## config.mk

```make
export PLATFORM = sky130hd
export DESIGN_NAME = cubic_escape_time_iteration_flat
export DESIGN_NICKNAME = d
export VERILOG_FILES = /design/src/rtl/core/cet_pkg.sv /design/src/rtl/core/cet_in_if.sv /design/src/rtl/core/cet_out_if.sv /design/src/rtl/core/cet_mul.sv /design/src/rtl/core/cet_dp.sv /design/src/rtl/core/cet_ctrl.sv /design/src/rtl/core/cubic_escape_time_iteration.sv /design/src/flat_wrapper.sv
export SDC_FILE = /design/constraint.sdc
export NUM_CORES = 2
export LEC_CHECK = 0
export ABC_AREA = 1
export BUFFER_PORTS_ARGS = -buffer_cell sky130_fd_sc_hd__buf_2
export CORE_MARGIN = 2
export CORE_UTILIZATION = 35
export CTS_CLUSTER_DIAMETER = 30
export DETAILED_ROUTE_END_ITERATION = 7
export GPL_ROUTABILITY_DRIVEN = 0
export PLACE_DENSITY = 0.59
export SYNTH_ARGS = -nofsm -noshare
export SYNTH_HDL_FRONTEND = slang
export SYNTH_SLANG_ARGS = --single-unit
```

## constraint.sdc

```tcl
create_clock -name clk -period 16.05 [get_ports clk]
set_clock_uncertainty 0.15 [all_clocks]
set_input_delay 2.4075 -clock clk [delete_from_list [all_inputs] [get_ports clk]]
set_output_delay 2.4075 -clock clk [all_outputs]
set_load 0.005 [all_outputs]
```

## src/rtl/core/cet_pkg.sv

```systemverilog
`timescale 1ns / 1ps
// ----------------------------------------------------------------------------
// cet_pkg
// Shared types, constants and the microcode table of the cubic escape-time
// iteration block.
// ----------------------------------------------------------------------------
package cet_pkg;

  // Integer bits of the internal fixed-point format.
  localparam int INT_BITS = 12;

  // Widths of the fixed item fields.
  localparam int IN_W     = 32;
  localparam int COUNT_W  = 10;
  localparam int CFG_W    = 32;
  localparam int CFG_AW   = 3;
  localparam int PC_W     = 6;

  // Register map.
  localparam logic [CFG_AW-1:0] CFG_ADDR_MAX_ITER = 3'd0;
  localparam int                MAX_ITER_RESET    = 100;

  // Microcode landmarks.
  localparam logic [PC_W-1:0] PC_SETUP_END = 6'd16;
  localparam logic [PC_W-1:0] PC_LOOP      = 6'd17;
  localparam logic [PC_W-1:0] PC_LOOP_END  = 6'd34;

  typedef enum logic [2:0] {
    OP_MUL,
    OP_ADD,
    OP_SUB,
    OP_DBL,
    OP_TRP,
    OP_CPY
  } op_t;

  typedef enum logic [3:0] {
    R_ARE,
    R_AIM,
    R_A2RE,
    R_A2IM,
    R_BRE,
    R_BIM,
    R_RE,
    R_IM,
    R_RE2,
    R_IM2,
    R_T0,
    R_T1,
    R_TA,
    R_TB,
    R_NRE
  } reg_sel_t;

  typedef struct packed {
    op_t      op;
    reg_sel_t sa;
    reg_sel_t sb;
    reg_sel_t dst;
  } ucmd_t;

  typedef struct packed {
    logic  load;
    logic  exec;
    logic  mul_start;
    logic  cnt_inc;
    ucmd_t cmd;
  } dp_ctl_t;

  typedef struct packed {
    logic mul_done;
    logic escaped;
    logic limit;
  } dp_stat_t;

  // Microcode: setup of a^2 and b, then one iteration of the cubic map.
  function automatic ucmd_t ucode(input logic [PC_W-1:0] pc);
    ucmd_t c;
    begin
      case (pc)
        6'd0:  c = '{OP_MUL, R_ARE,  R_ARE, R_T0};
        6'd1:  c = '{OP_MUL, R_AIM,  R_AIM, R_T1};
        6'd2:  c = '{OP_SUB, R_T0,   R_T1,  R_A2RE};
        6'd3:  c = '{OP_MUL, R_ARE,  R_AIM, R_T0};
        6'd4:  c = '{OP_DBL, R_T0,   R_T0,  R_A2IM};
        6'd5:  c = '{OP_MUL, R_A2RE, R_ARE, R_T0};
        6'd6:  c = '{OP_MUL, R_A2IM, R_AIM, R_T1};
        6'd7:  c = '{OP_SUB, R_T0,   R_T1,  R_T0};
        6'd8:  c = '{OP_DBL, R_T0,   R_T0,  R_T0};
        6'd9:  c = '{OP_SUB, R_T0,   R_ARE, R_BRE};
        6'd10: c = '{OP_MUL, R_A2RE, R_AIM, R_T0};
        6'd11: c = '{OP_MUL, R_A2IM, R_ARE, R_T1};
        6'd12: c = '{OP_ADD, R_T0,   R_T1,  R_T0};
        6'd13: c = '{OP_DBL, R_T0,   R_T0,  R_T0};
        6'd14: c = '{OP_SUB, R_T0,   R_AIM, R_BIM};
        6'd15: c = '{OP_MUL, R_RE,   R_RE,  R_RE2};
        6'd16: c = '{OP_MUL, R_IM,   R_IM,  R_IM2};
        6'd17: c = '{OP_SUB, R_RE2,  R_IM2, R_T0};
        6'd18: c = '{OP_TRP, R_A2RE, R_A2RE, R_T1};
        6'd19: c = '{OP_SUB, R_T0,   R_T1,  R_TA};
        6'd20: c = '{OP_MUL, R_RE,   R_IM,  R_T0};
        6'd21: c = '{OP_DBL, R_T0,   R_T0,  R_T0};
        6'd22: c = '{OP_TRP, R_A2IM, R_A2IM, R_T1};
        6'd23: c = '{OP_SUB, R_T0,   R_T1,  R_TB};
        6'd24: c = '{OP_MUL, R_TA,   R_RE,  R_T0};
        6'd25: c = '{OP_MUL, R_TB,   R_IM,  R_T1};
        6'd26: c = '{OP_SUB, R_T0,   R_T1,  R_T0};
        6'd27: c = '{OP_ADD, R_T0,   R_BRE, R_NRE};
        6'd28: c = '{OP_MUL, R_TA,   R_IM,  R_T0};
        6'd29: c = '{OP_MUL, R_TB,   R_RE,  R_T1};
        6'd30: c = '{OP_ADD, R_T0,   R_T1,  R_T0};
        6'd31: c = '{OP_ADD, R_T0,   R_BIM, R_IM};
        6'd32: c = '{OP_CPY, R_NRE,  R_NRE, R_RE};
        6'd33: c = '{OP_MUL, R_RE,   R_RE,  R_RE2};
        6'd34: c = '{OP_MUL, R_IM,   R_IM,  R_IM2};
        default: c = '{OP_CPY, R_T0, R_T0,  R_T0};
      endcase
      return c;
    end
  endfunction

endpackage

```

## src/rtl/core/cet_in_if.sv

```systemverilog
`timescale 1ns / 1ps
// ----------------------------------------------------------------------------
// cet_in_if
// Input channel: one complex point per item.
// ----------------------------------------------------------------------------
interface cet_in_if import cet_pkg::*; ();
  logic                   valid;
  logic                   ready;
  logic signed [IN_W-1:0] a_real;
  logic signed [IN_W-1:0] a_imag;

  modport source (output valid, output a_real, output a_imag, input ready);
  modport sink   (input valid, input a_real, input a_imag, output ready);
endinterface

```

## src/rtl/core/cet_out_if.sv

```systemverilog
`timescale 1ns / 1ps
// ----------------------------------------------------------------------------
// cet_out_if
// Result channel: iteration count and bounded flag per item.
// ----------------------------------------------------------------------------
interface cet_out_if import cet_pkg::*; ();
  logic               valid;
  logic               ready;
  logic [COUNT_W-1:0] iteration_count;
  logic               stayed_bounded;

  modport source (output valid, output iteration_count, output stayed_bounded,
                  input ready);
  modport sink   (input valid, input iteration_count, input stayed_bounded,
                  output ready);
endinterface

```

## src/rtl/core/cet_mul.sv

```systemverilog
`timescale 1ns / 1ps
// ----------------------------------------------------------------------------
// cet_mul
// Multi-cycle signed fixed-point multiplier: two half-width partial products,
// then floor shift by the fraction width and saturation.
// ----------------------------------------------------------------------------
module cet_mul #(
  parameter int W = 40,
  parameter int F = 28
) (
  input  logic                clk,
  input  logic                rst_n,
  input  logic                start,
  input  logic signed [W-1:0] a,
  input  logic signed [W-1:0] b,
  output logic                done,
  output logic signed [W-1:0] p
);

  localparam int H  = (W + 1) / 2;
  localparam int QW = 2 * W - F;
  localparam logic [QW-1:0]  LIM_P = (QW'(1) << (W - 1)) - QW'(1);
  localparam logic [QW-1:0]  LIM_N = QW'(1) << (W - 1);
  localparam logic [2*W-1:0] RND   = ((2 * W)'(1) << F) - (2 * W)'(1);
  localparam logic signed [W-1:0] VMAX = {1'b0, {(W - 1){1'b1}}};
  localparam logic signed [W-1:0] VMIN = {1'b1, {(W - 1){1'b0}}};

  typedef enum logic [1:0] {PH_IDLE, PH_LO, PH_HI, PH_RND} phase_t;

  phase_t             phase_r;
  logic               neg_r;
  logic [W-1:0]       ma_r;
  logic [W-1:0]       mb_r;
  logic [2*W-1:0]     acc_r;
  logic signed [W-1:0] p_r;
  logic               done_r;

  logic [H-1:0]       opb;
  logic [W+H-1:0]     prod;
  logic [2*W-1:0]     rnd;
  logic [QW-1:0]      q;
  logic signed [W-1:0] res;

  always_comb begin
    opb  = (phase_r == PH_LO) ? mb_r[H-1:0] : H'(mb_r[W-1:H]);
    prod = ma_r * opb;
    rnd  = acc_r + (neg_r ? RND : '0);
    q    = QW'(rnd >> F);
    if (q > (neg_r ? LIM_N : LIM_P)) begin
      res = neg_r ? VMIN : VMAX;
    end else if (neg_r) begin
      res = -W'(q);
    end else begin
      res = W'(q);
    end
  end

  always_ff @(posedge clk) begin
    if (!rst_n) begin
      phase_r <= PH_IDLE;
      done_r  <= 1'b0;
    end else begin
      done_r <= 1'b0;
      unique case (phase_r)
        PH_IDLE: begin
          if (start) begin
            phase_r <= PH_LO;
          end
        end
        PH_LO:   phase_r <= PH_HI;
        PH_HI:   phase_r <= PH_RND;
        PH_RND: begin
          phase_r <= PH_IDLE;
          done_r  <= 1'b1;
        end
        default: phase_r <= PH_IDLE;
      endcase
    end
  end

  always_ff @(posedge clk) begin
    case (phase_r)
      PH_IDLE: begin
        neg_r <= a[W-1] ^ b[W-1];
        ma_r  <= a[W-1] ? W'(-a) : W'(a);
        mb_r  <= b[W-1] ? W'(-b) : W'(b);
      end
      PH_LO:  acc_r <= (2 * W)'(prod);
      PH_HI:  acc_r <= acc_r + ((2 * W)'(prod) << H);
      PH_RND: p_r   <= res;
      default: ;
    endcase
  end

  assign done = done_r;
  assign p    = p_r;

endmodule

```

## src/rtl/core/cet_dp.sv

```systemverilog
`timescale 1ns / 1ps
// ----------------------------------------------------------------------------
// cet_dp
// Datapath: named fixed-point registers, a saturating add/scale unit, the
// shared multiplier, the escape test and the step counter.
// ----------------------------------------------------------------------------
module cet_dp import cet_pkg::*; #(
  parameter int W  = 40,
  parameter int F  = 28,
  parameter int CW = 10
) (
  input  logic                   clk,
  input  logic                   rst_n,
  input  logic signed [IN_W-1:0] a_real,
  input  logic signed [IN_W-1:0] a_imag,
  input  logic [CW-1:0]          max_iter,
  input  dp_ctl_t                ctl,
  output dp_stat_t               stat,
  output logic [CW-1:0]          count
);

  localparam logic signed [63:0]  VMAX64 = (64'sd1 <<< (W - 1)) - 64'sd1;
  localparam logic signed [63:0]  VMIN64 = -VMAX64 - 64'sd1;
  localparam logic signed [W+1:0] EMAX   = (W + 2)'(VMAX64);
  localparam logic signed [W+1:0] EMIN   = (W + 2)'(VMIN64);
  localparam logic signed [W:0]   BOUND  = (W + 1)'(10) <<< F;

  logic signed [W-1:0] are_r, aim_r, a2re_r, a2im_r, bre_r, bim_r;
  logic signed [W-1:0] re_r, im_r, re2_r, im2_r, t0_r, t1_r, ta_r, tb_r, nre_r;
  logic [CW-1:0]       cnt_r;
  reg_sel_t            mdst_r;

  logic signed [W-1:0] op_a, op_b, alu, wdata, mul_p, ld_re, ld_im;
  logic signed [W+1:0] ea, eb, sum;
  logic signed [W:0]   mag;
  logic                mul_done, wen;
  reg_sel_t            wsel;

  function automatic logic signed [W-1:0] sat_in(input logic signed [IN_W-1:0] v);
    logic signed [63:0] x;
    begin
      x = 64'(v);
      if (x > VMAX64) begin
        return W'(VMAX64);
      end else if (x < VMIN64) begin
        return W'(VMIN64);
      end
      return W'(x);
    end
  endfunction

  always_comb begin
    case (ctl.cmd.sa)
      R_ARE:   op_a = are_r;
      R_AIM:   op_a = aim_r;
      R_A2RE:  op_a = a2re_r;
      R_A2IM:  op_a = a2im_r;
      R_BRE:   op_a = bre_r;
      R_BIM:   op_a = bim_r;
      R_RE:    op_a = re_r;
      R_IM:    op_a = im_r;
      R_RE2:   op_a = re2_r;
      R_IM2:   op_a = im2_r;
      R_T0:    op_a = t0_r;
      R_T1:    op_a = t1_r;
      R_TA:    op_a = ta_r;
      R_TB:    op_a = tb_r;
      R_NRE:   op_a = nre_r;
      default: op_a = '0;
    endcase
    case (ctl.cmd.sb)
      R_ARE:   op_b = are_r;
      R_AIM:   op_b = aim_r;
      R_A2RE:  op_b = a2re_r;
      R_A2IM:  op_b = a2im_r;
      R_BRE:   op_b = bre_r;
      R_BIM:   op_b = bim_r;
      R_RE:    op_b = re_r;
      R_IM:    op_b = im_r;
      R_RE2:   op_b = re2_r;
      R_IM2:   op_b = im2_r;
      R_T0:    op_b = t0_r;
      R_T1:    op_b = t1_r;
      R_TA:    op_b = ta_r;
      R_TB:    op_b = tb_r;
      R_NRE:   op_b = nre_r;
      default: op_b = '0;
    endcase
  end

  // Saturating add, subtract, doubling and tripling.
  always_comb begin
    ea = (W + 2)'(op_a);
    eb = (W + 2)'(op_b);
    case (ctl.cmd.op)
      OP_ADD:  sum = ea + eb;
      OP_SUB:  sum = ea - eb;
      OP_DBL:  sum = ea + ea;
      OP_TRP:  sum = ea + ea + ea;
      default: sum = ea;
    endcase
    if (sum > EMAX) begin
      alu = W'(VMAX64);
    end else if (sum < EMIN) begin
      alu = W'(VMIN64);
    end else begin
      alu = W'(sum);
    end
  end

  cet_mul #(.W(W), .F(F)) u_mul (
    .clk   (clk),
    .rst_n (rst_n),
    .start (ctl.mul_start),
    .a     (op_a),
    .b     (op_b),
    .done  (mul_done),
    .p     (mul_p)
  );

  always_comb begin
    wen   = ctl.exec | mul_done;
    wsel  = mul_done ? mdst_r : ctl.cmd.dst;
    wdata = mul_done ? mul_p : alu;
    ld_re = sat_in(a_real);
    ld_im = sat_in(a_imag);
  end

  always_ff @(posedge clk) begin
    if (ctl.mul_start) begin
      mdst_r <= ctl.cmd.dst;
    end
    if (ctl.load) begin
      are_r <= ld_re;
      aim_r <= ld_im;
      re_r  <= ld_re;
      im_r  <= ld_im;
      cnt_r <= '0;
    end else begin
      if (ctl.cnt_inc) begin
        cnt_r <= cnt_r + CW'(1);
      end
      if (wen) begin
        case (wsel)
          R_ARE:   are_r  <= wdata;
          R_AIM:   aim_r  <= wdata;
          R_A2RE:  a2re_r <= wdata;
          R_A2IM:  a2im_r <= wdata;
          R_BRE:   bre_r  <= wdata;
          R_BIM:   bim_r  <= wdata;
          R_RE:    re_r   <= wdata;
          R_IM:    im_r   <= wdata;
          R_RE2:   re2_r  <= wdata;
          R_IM2:   im2_r  <= wdata;
          R_T0:    t0_r   <= wdata;
          R_T1:    t1_r   <= wdata;
          R_TA:    ta_r   <= wdata;
          R_TB:    tb_r   <= wdata;
          R_NRE:   nre_r  <= wdata;
          default: ;
        endcase
      end
    end
  end

  // Both squares are non-negative, so the sum never reaches saturation
  // below the bound and an exact compare is enough.
  assign mag           = (W + 1)'(re2_r) + (W + 1)'(im2_r);
  assign stat.escaped  = (mag >= BOUND);
  assign stat.limit    = (cnt_r >= max_iter);
  assign stat.mul_done = mul_done;
  assign count         = cnt_r;

endmodule

```

## src/rtl/core/cet_ctrl.sv

```systemverilog
`timescale 1ns / 1ps
// ----------------------------------------------------------------------------
// cet_ctrl
// Controller: steps the microcode, waits on the multiplier, runs the escape
// test between iterations and hands the result to the output register.
// ----------------------------------------------------------------------------
module cet_ctrl import cet_pkg::*; (
  input  logic     clk,
  input  logic     rst_n,
  input  logic     in_valid,
  output logic     in_ready,
  input  logic     out_free,
  output logic     out_load,
  input  dp_stat_t stat,
  output dp_ctl_t  ctl
);

  typedef enum logic [2:0] {S_IDLE, S_EXEC, S_MULW, S_TEST, S_OUT} state_t;

  state_t          state_r, state_nxt;
  logic [PC_W-1:0] pc_r, pc_nxt;
  ucmd_t           cmd;
  logic            advance;

  always_comb begin
    cmd       = ucode(pc_r);
    ctl       = '0;
    ctl.cmd   = cmd;
    in_ready  = 1'b0;
    out_load  = 1'b0;
    advance   = 1'b0;
    state_nxt = state_r;
    pc_nxt    = pc_r;
    unique case (state_r)
      S_IDLE: begin
        in_ready = 1'b1;
        ctl.load = in_valid;
        if (in_valid) begin
          pc_nxt    = '0;
          state_nxt = S_EXEC;
        end
      end
      S_EXEC: begin
        if (cmd.op == OP_MUL) begin
          ctl.mul_start = 1'b1;
          state_nxt     = S_MULW;
        end else begin
          ctl.exec = 1'b1;
          advance  = 1'b1;
        end
      end
      S_MULW: begin
        advance     = stat.mul_done;
        ctl.cnt_inc = stat.mul_done && (pc_r == PC_LOOP_END);
      end
      S_TEST: begin
        if (stat.limit || stat.escaped) begin
          state_nxt = S_OUT;
        end else begin
          pc_nxt    = PC_LOOP;
          state_nxt = S_EXEC;
        end
      end
      S_OUT: begin
        out_load = out_free;
        if (out_free) begin
          state_nxt = S_IDLE;
        end
      end
      default: state_nxt = S_IDLE;
    endcase
    if (advance) begin
      if (pc_r == PC_SETUP_END || pc_r == PC_LOOP_END) begin
        state_nxt = S_TEST;
      end else begin
        pc_nxt    = pc_r + PC_W'(1);
        state_nxt = S_EXEC;
      end
    end
  end

  always_ff @(posedge clk) begin
    if (!rst_n) begin
      state_r <= S_IDLE;
      pc_r    <= '0;
    end else begin
      state_r <= state_nxt;
      pc_r    <= pc_nxt;
    end
  end

endmodule

```

## src/rtl/core/cubic_escape_time_iteration.sv

```systemverilog
`timescale 1ns / 1ps
// The block works on one item at a time: it takes no new point until the
// previous result has been handed to the output register. Every multiply runs
// on the single shared multiplier. Reset (rst_n low, synchronous) returns
// the controller to idle, empties the output register and sets the limit to 100.
// ----------------------------------------------------------------------------
// cubic_escape_time_iteration
// Escape-time iteration of z <- z^3 - 3a^2 z + b in signed fixed point, with
// an APB-style register for the iteration limit.
// ----------------------------------------------------------------------------
module cubic_escape_time_iteration import cet_pkg::*; #(
  parameter int COUNT_WIDTH   = 10,
  parameter int FRACTION_BITS = 28
) (
  input  logic              clk,
  input  logic              rst_n,
  cet_in_if.sink            in_ch,
  cet_out_if.source         out_ch,
  input  logic              cfg_psel,
  input  logic              cfg_penable,
  input  logic              cfg_pwrite,
  input  logic [CFG_AW-1:0] cfg_paddr,
  input  logic [CFG_W-1:0]  cfg_pwdata,
  output logic [CFG_W-1:0]  cfg_prdata,
  output logic              cfg_pready
);

  // Internal values carry twelve integer bits over the fraction.
  localparam int W = FRACTION_BITS + INT_BITS;

  logic [COUNT_WIDTH-1:0] max_iter_r;
  logic                   out_valid_r;
  logic [COUNT_W-1:0]     out_count_r;
  logic                   out_stayed_r;

  dp_ctl_t                ctl;
  dp_stat_t               stat;
  logic [COUNT_WIDTH-1:0] count;
  logic                   out_free;
  logic                   out_load;
  logic                   cfg_wr;

  // The limit register. Only the low ten bits of a write are meaningful, and
  // the stored value is kept to the counter width.
  assign cfg_pready = 1'b1;
  assign cfg_wr     = cfg_psel & cfg_penable & cfg_pwrite & cfg_pready &
                      (cfg_paddr == CFG_ADDR_MAX_ITER);
  assign cfg_prdata = CFG_W'(max_iter_r);

  always_ff @(posedge clk) begin
    if (!rst_n) begin
      max_iter_r <= COUNT_WIDTH'(MAX_ITER_RESET);
    end else if (cfg_wr) begin
      max_iter_r <= COUNT_WIDTH'(cfg_pwdata[COUNT_W-1:0]);
    end
  end

  // The controller sequences the microcode; the datapath holds the values.
  cet_ctrl u_ctrl (
    .clk      (clk),
    .rst_n    (rst_n),
    .in_valid (in_ch.valid),
    .in_ready (in_ch.ready),
    .out_free (out_free),
    .out_load (out_load),
    .stat     (stat),
    .ctl      (ctl)
  );

  cet_dp #(.W(W), .F(FRACTION_BITS), .CW(COUNT_WIDTH)) u_dp (
    .clk      (clk),
    .rst_n    (rst_n),
    .a_real   (in_ch.a_real),
    .a_imag   (in_ch.a_imag),
    .max_iter (max_iter_r),
    .ctl      (ctl),
    .stat     (stat),
    .count    (count)
  );

  // Output register. It frees the controller to take the next item while the
  // finished result waits for the sink. The bounded flag is the limit status:
  // the count stops either at the limit or on escape, and the limit wins.
  assign out_free = !out_valid_r || out_ch.ready;

  always_ff @(posedge clk) begin
    if (!rst_n) begin
      out_valid_r <= 1'b0;
    end else if (out_load) begin
      out_valid_r <= 1'b1;
    end else if (out_ch.ready) begin
      out_valid_r <= 1'b0;
    end
  end

  always_ff @(posedge clk) begin
    if (out_load) begin
      out_count_r  <= COUNT_W'(count);
      out_stayed_r <= stat.limit;
    end
  end

  assign out_ch.valid           = out_valid_r;
  assign out_ch.iteration_count = out_count_r;
  assign out_ch.stayed_bounded  = out_stayed_r;

endmodule

```

## src/flat_wrapper.sv

```systemverilog
// flat-port wrapper written by rule: the top's interface ports become plain ports
module cubic_escape_time_iteration_flat import cet_pkg::*;
#(
  parameter int COUNT_WIDTH   = 10,
  parameter int FRACTION_BITS = 28
)
  (clk, rst_n, cfg_psel, cfg_penable, cfg_pwrite, cfg_paddr, cfg_pwdata, cfg_prdata, cfg_pready, in_ch_valid, in_ch_a_real, in_ch_a_imag, in_ch_ready, out_ch_valid, out_ch_iteration_count, out_ch_stayed_bounded, out_ch_ready);
  cet_in_if in_ch_i ();
  cet_out_if out_ch_i ();
  input  logic clk;
  input  logic rst_n;
  input  logic cfg_psel;
  input  logic cfg_penable;
  input  logic cfg_pwrite;
  input  logic [CFG_AW-1:0] cfg_paddr;
  input  logic [CFG_W-1:0] cfg_pwdata;
  output logic [CFG_W-1:0] cfg_prdata;
  output logic cfg_pready;
  input wire logic [$bits(in_ch_i.valid)-1:0] in_ch_valid;
  input wire logic [$bits(in_ch_i.a_real)-1:0] in_ch_a_real;
  input wire logic [$bits(in_ch_i.a_imag)-1:0] in_ch_a_imag;
  output wire logic [$bits(in_ch_i.ready)-1:0] in_ch_ready;
  output wire logic [$bits(out_ch_i.valid)-1:0] out_ch_valid;
  output wire logic [$bits(out_ch_i.iteration_count)-1:0] out_ch_iteration_count;
  output wire logic [$bits(out_ch_i.stayed_bounded)-1:0] out_ch_stayed_bounded;
  input wire logic [$bits(out_ch_i.ready)-1:0] out_ch_ready;
  assign in_ch_i.valid = in_ch_valid;
  assign in_ch_i.a_real = in_ch_a_real;
  assign in_ch_i.a_imag = in_ch_a_imag;
  assign in_ch_ready = in_ch_i.ready;
  assign out_ch_valid = out_ch_i.valid;
  assign out_ch_iteration_count = out_ch_i.iteration_count;
  assign out_ch_stayed_bounded = out_ch_i.stayed_bounded;
  assign out_ch_i.ready = out_ch_ready;
  cubic_escape_time_iteration #(.COUNT_WIDTH(COUNT_WIDTH), .FRACTION_BITS(FRACTION_BITS)) u_core (.clk(clk), .rst_n(rst_n), .in_ch(in_ch_i), .out_ch(out_ch_i), .cfg_psel(cfg_psel), .cfg_penable(cfg_penable), .cfg_pwrite(cfg_pwrite), .cfg_paddr(cfg_paddr), .cfg_pwdata(cfg_pwdata), .cfg_prdata(cfg_prdata), .cfg_pready(cfg_pready));
endmodule
```

==> results.toml <==
[setup_path]
max_stage_delay_ns = 0.86
cp_max_fo = 23
start_kind = "flip-flop"
timing.critical_path.mode_cell = "inv_1"
crit_required_ns = 16.47
worst_ep_arrival_time_ns = 12.81
cp_slowest_cell = "inv_1"
critical_path.endpoint_type = "flip-flop"
path_class = "flip-flop to flip-flop"

[synthesis]
synth-simple-area-share_pct = 19.7
seq_area_frac_synth_pct = 29.6
syn_inst = 10725
synth-adder-area-share_pct = 23.6
syn_area_mm2 = 0.0859
yosysWarnings = 0
synth_compound_area_share_pct = 13.4
synth.mux.area_fraction_pct = 0.0233
synthFlopType = "edfxtp_1"
synth_edf_count = 816
avgSynthCellArea_um2 = 8.01
yosys.area_share.xor_xnor_pct = 2.47
ys_types = 82
synth_top_family_by_area = "adder cells"
ys_ff_latch = 864
synth-async-reset-ratio_pct = 0

[detailed_routing]
drt_wl_total_um = 350000
avgViaCountPerCell = 5.58
wl_per_cell_um = 24.7
route.detailed.drc = 19
ant_nets = 0
drt_iter0_drc = 10937
dr.pass1.iters = 8
vias = 79085

[global_routing]
grt_pass1_wl_um = 501000
globalRoute.totalOverflow = 0
antenna_found_initial = 11
grt_usage_pct = 27.3
grt_start_max_net_pins = 76
grt_pass1_vias = 74334

[finish]
syn2layout_area_growth_pct = 12.1
nFillCells = 24941
postLayoutCoreUtil_pct = 39.5
layout.area.seq_mm2 = 0.0255
top_register = "u_core.u_dp.u_mul.acc_r"
largest_register_ffs = 80
drive_above_1_share_pct = 7.75
multiInputGateArea_mm2 = 0.0513
nNetsFinal = 12119

[clock_network]
cts_max_path_buffers = 3
clkTransAtPathRegs_ns = 0.05
cts_setup_buffers = 0
cts.sinks = 864
ctsResizeCount = 0
root_buffer = "clkbuf_16"
cts-buffers-inserted = 174
htreeDepth = 4
cts_tree = "done"
clock_latency_ns = 0.84
cts_hold_buf = 0

[floorplanning]
fp.dieH_um = 499
dieArea_mm2 = 0.249
rows = 181
die_w_um = 499
core-area_mm2 = 0.244
io_pins = 152
initial_core_util_pct = 35.3

[placed_design]
dp_hpwl_um = 262000
port-buffer-count = 106

[timing]
setup_viol = 0
final_hold_viol_count = 0
maxSlewViolCount = 0
rsz0062_at_grt = "no"
period_share_pct = 77.2
tns_ns = 0
max_freq_mhz = 80.8
slew_headroom_pct = 5.98
tightestPinTransition_ns = 1.41
min_period_ns = 12.38

[flow_run]
cap_violations = 0

[status]
status = "finished with violations"
violations = "design-rule violations"

[min_path]
hp-class = "flip-flop to flip-flop"
worst max-delay path: cells and delay by family (launching register included):
family / cells / cell delay, ns
flip-flops: 1 / 0.32
AO/OA/AOI/OAI: 14 / 2.85
buffers and inverters: 14 / 2.62
XOR/XNOR: 1 / 0.52
adder cells (fa/ha/maj): 10 / 4.98
AND/OR/NAND/NOR: 8 / 0.65
cells in the mapped netlist, types with 119 or more instances:
library cell,number,area [um^2]
nand3_1,284,1420
o22ai_1,238,1490
nor2_1,1052,3950
clkbuf_1,226,848
fa_1,685,13700
o21ai_0,439,2200
nand4_1,119,744
xor2_1,186,1630
nand2_1,2293,8610
edfxtp_1,816,24500
a221oi_1,131,1150
inv_1,1976,7420
a21oi_1,594,2970
ha_1,524,6560
layout by cell type, fill, tap and decap left out, types with 47 or more instances in the layout:
cell | synthesis | routed
nor3_1 | 107 | 101
buf_4 | 38 | 154
nand3_1 | 284 | 284
o211ai_1 | 53 | 53
fa_1 | 685 | 685
o21a_1 | 47 | 47
nand4_1 | 119 | 119
nor2_1 | 1052 | 1042
dfxtp_1 | 48 | 48
o22ai_1 | 238 | 238
a31oi_1 | 68 | 68
clkbuf_16 | 0 | 177
inv_1 | 1976 | 1973
inv_2 | 70 | 73
a221oi_1 | 131 | 131
xnor2_1 | 54 | 54
o21ai_0 | 439 | 427
nand2_1 | 2293 | 2291
edfxtp_1 | 816 | 816
a21oi_1 | 594 | 594
or2_2 | 51 | 51
xor2_1 | 186 | 186
ha_1 | 524 | 520
buf_2 | 50 | 106
worst paths after layout:
kind	from	to	slack (ns)	cells after the start
setup / recovery	u_core.u_dp.u_mul.phase_r[1]	u_core.u_dp.u_mul.acc_r[76]	3.67	47
hold / removal	u_core.u_ctrl.cmd[0]	u_core.u_dp.mdst_r[0]	0.28	0
setup reg to reg	u_core.u_dp.u_mul.phase_r[1]	u_core.u_dp.u_mul.acc_r[76]	3.67	47
hold reg to reg	u_core.u_ctrl.cmd[0]	u_core.u_dp.mdst_r[0]	0.28	0
routing by layer:
| metal | up-vias | GRT usage, % | share of wire (%) |
|---|---|---|---|
| met4 | 10 | 13.0 | 5.7 |
| met1 | 37817 | 37.0 | 40 |
| li1 | 35095 | - | - |
| met2 | 5182 | 39.1 | 41 |
| met5 | - | 0 | 0.028 |
| met3 | 981 | 8.81 | 14 |
per-stage QoR:
stage                     hold WS [ns]  std cells  setup slack (ns)  area (um^2)
after floorplan                  0.253      10746              6.22        86000
after global placement           0.278      13830              3.97        90200
after detailed placement         0.276      13830              3.92        90200
after CTS                        0.285      14158              3.87        96300
after global routing             0.306      14159              3.10        96300
final                            0.281      14161              3.67        96300
final cells by class:
class	count	share of cell area (%)
Inverter	2061	8.04
Timing Repair Buffer	260	1.75
Multi-Input combinational cell	7443	53.2
Clock buffer	185	4.63
Antenna cell	3	0.00779
Sequential cell	864	26.4
Tap cell	3202	4.16
Clock inverter	143	1.77
cell families after synthesis:
kind of cell | after synthesis
flip-flops | 864
adder cells (fa/ha/maj) | 1209
XOR/XNOR | 241
other | 2
AO/OA/AOI/OAI | 1886
AND/OR/NAND/NOR | 4082
multiplexers | 2
buffers and inverters | 2439
Power is not shown: default switching activity piles up to over one toggle a cycle in this logic, so the estimate is an artifact.
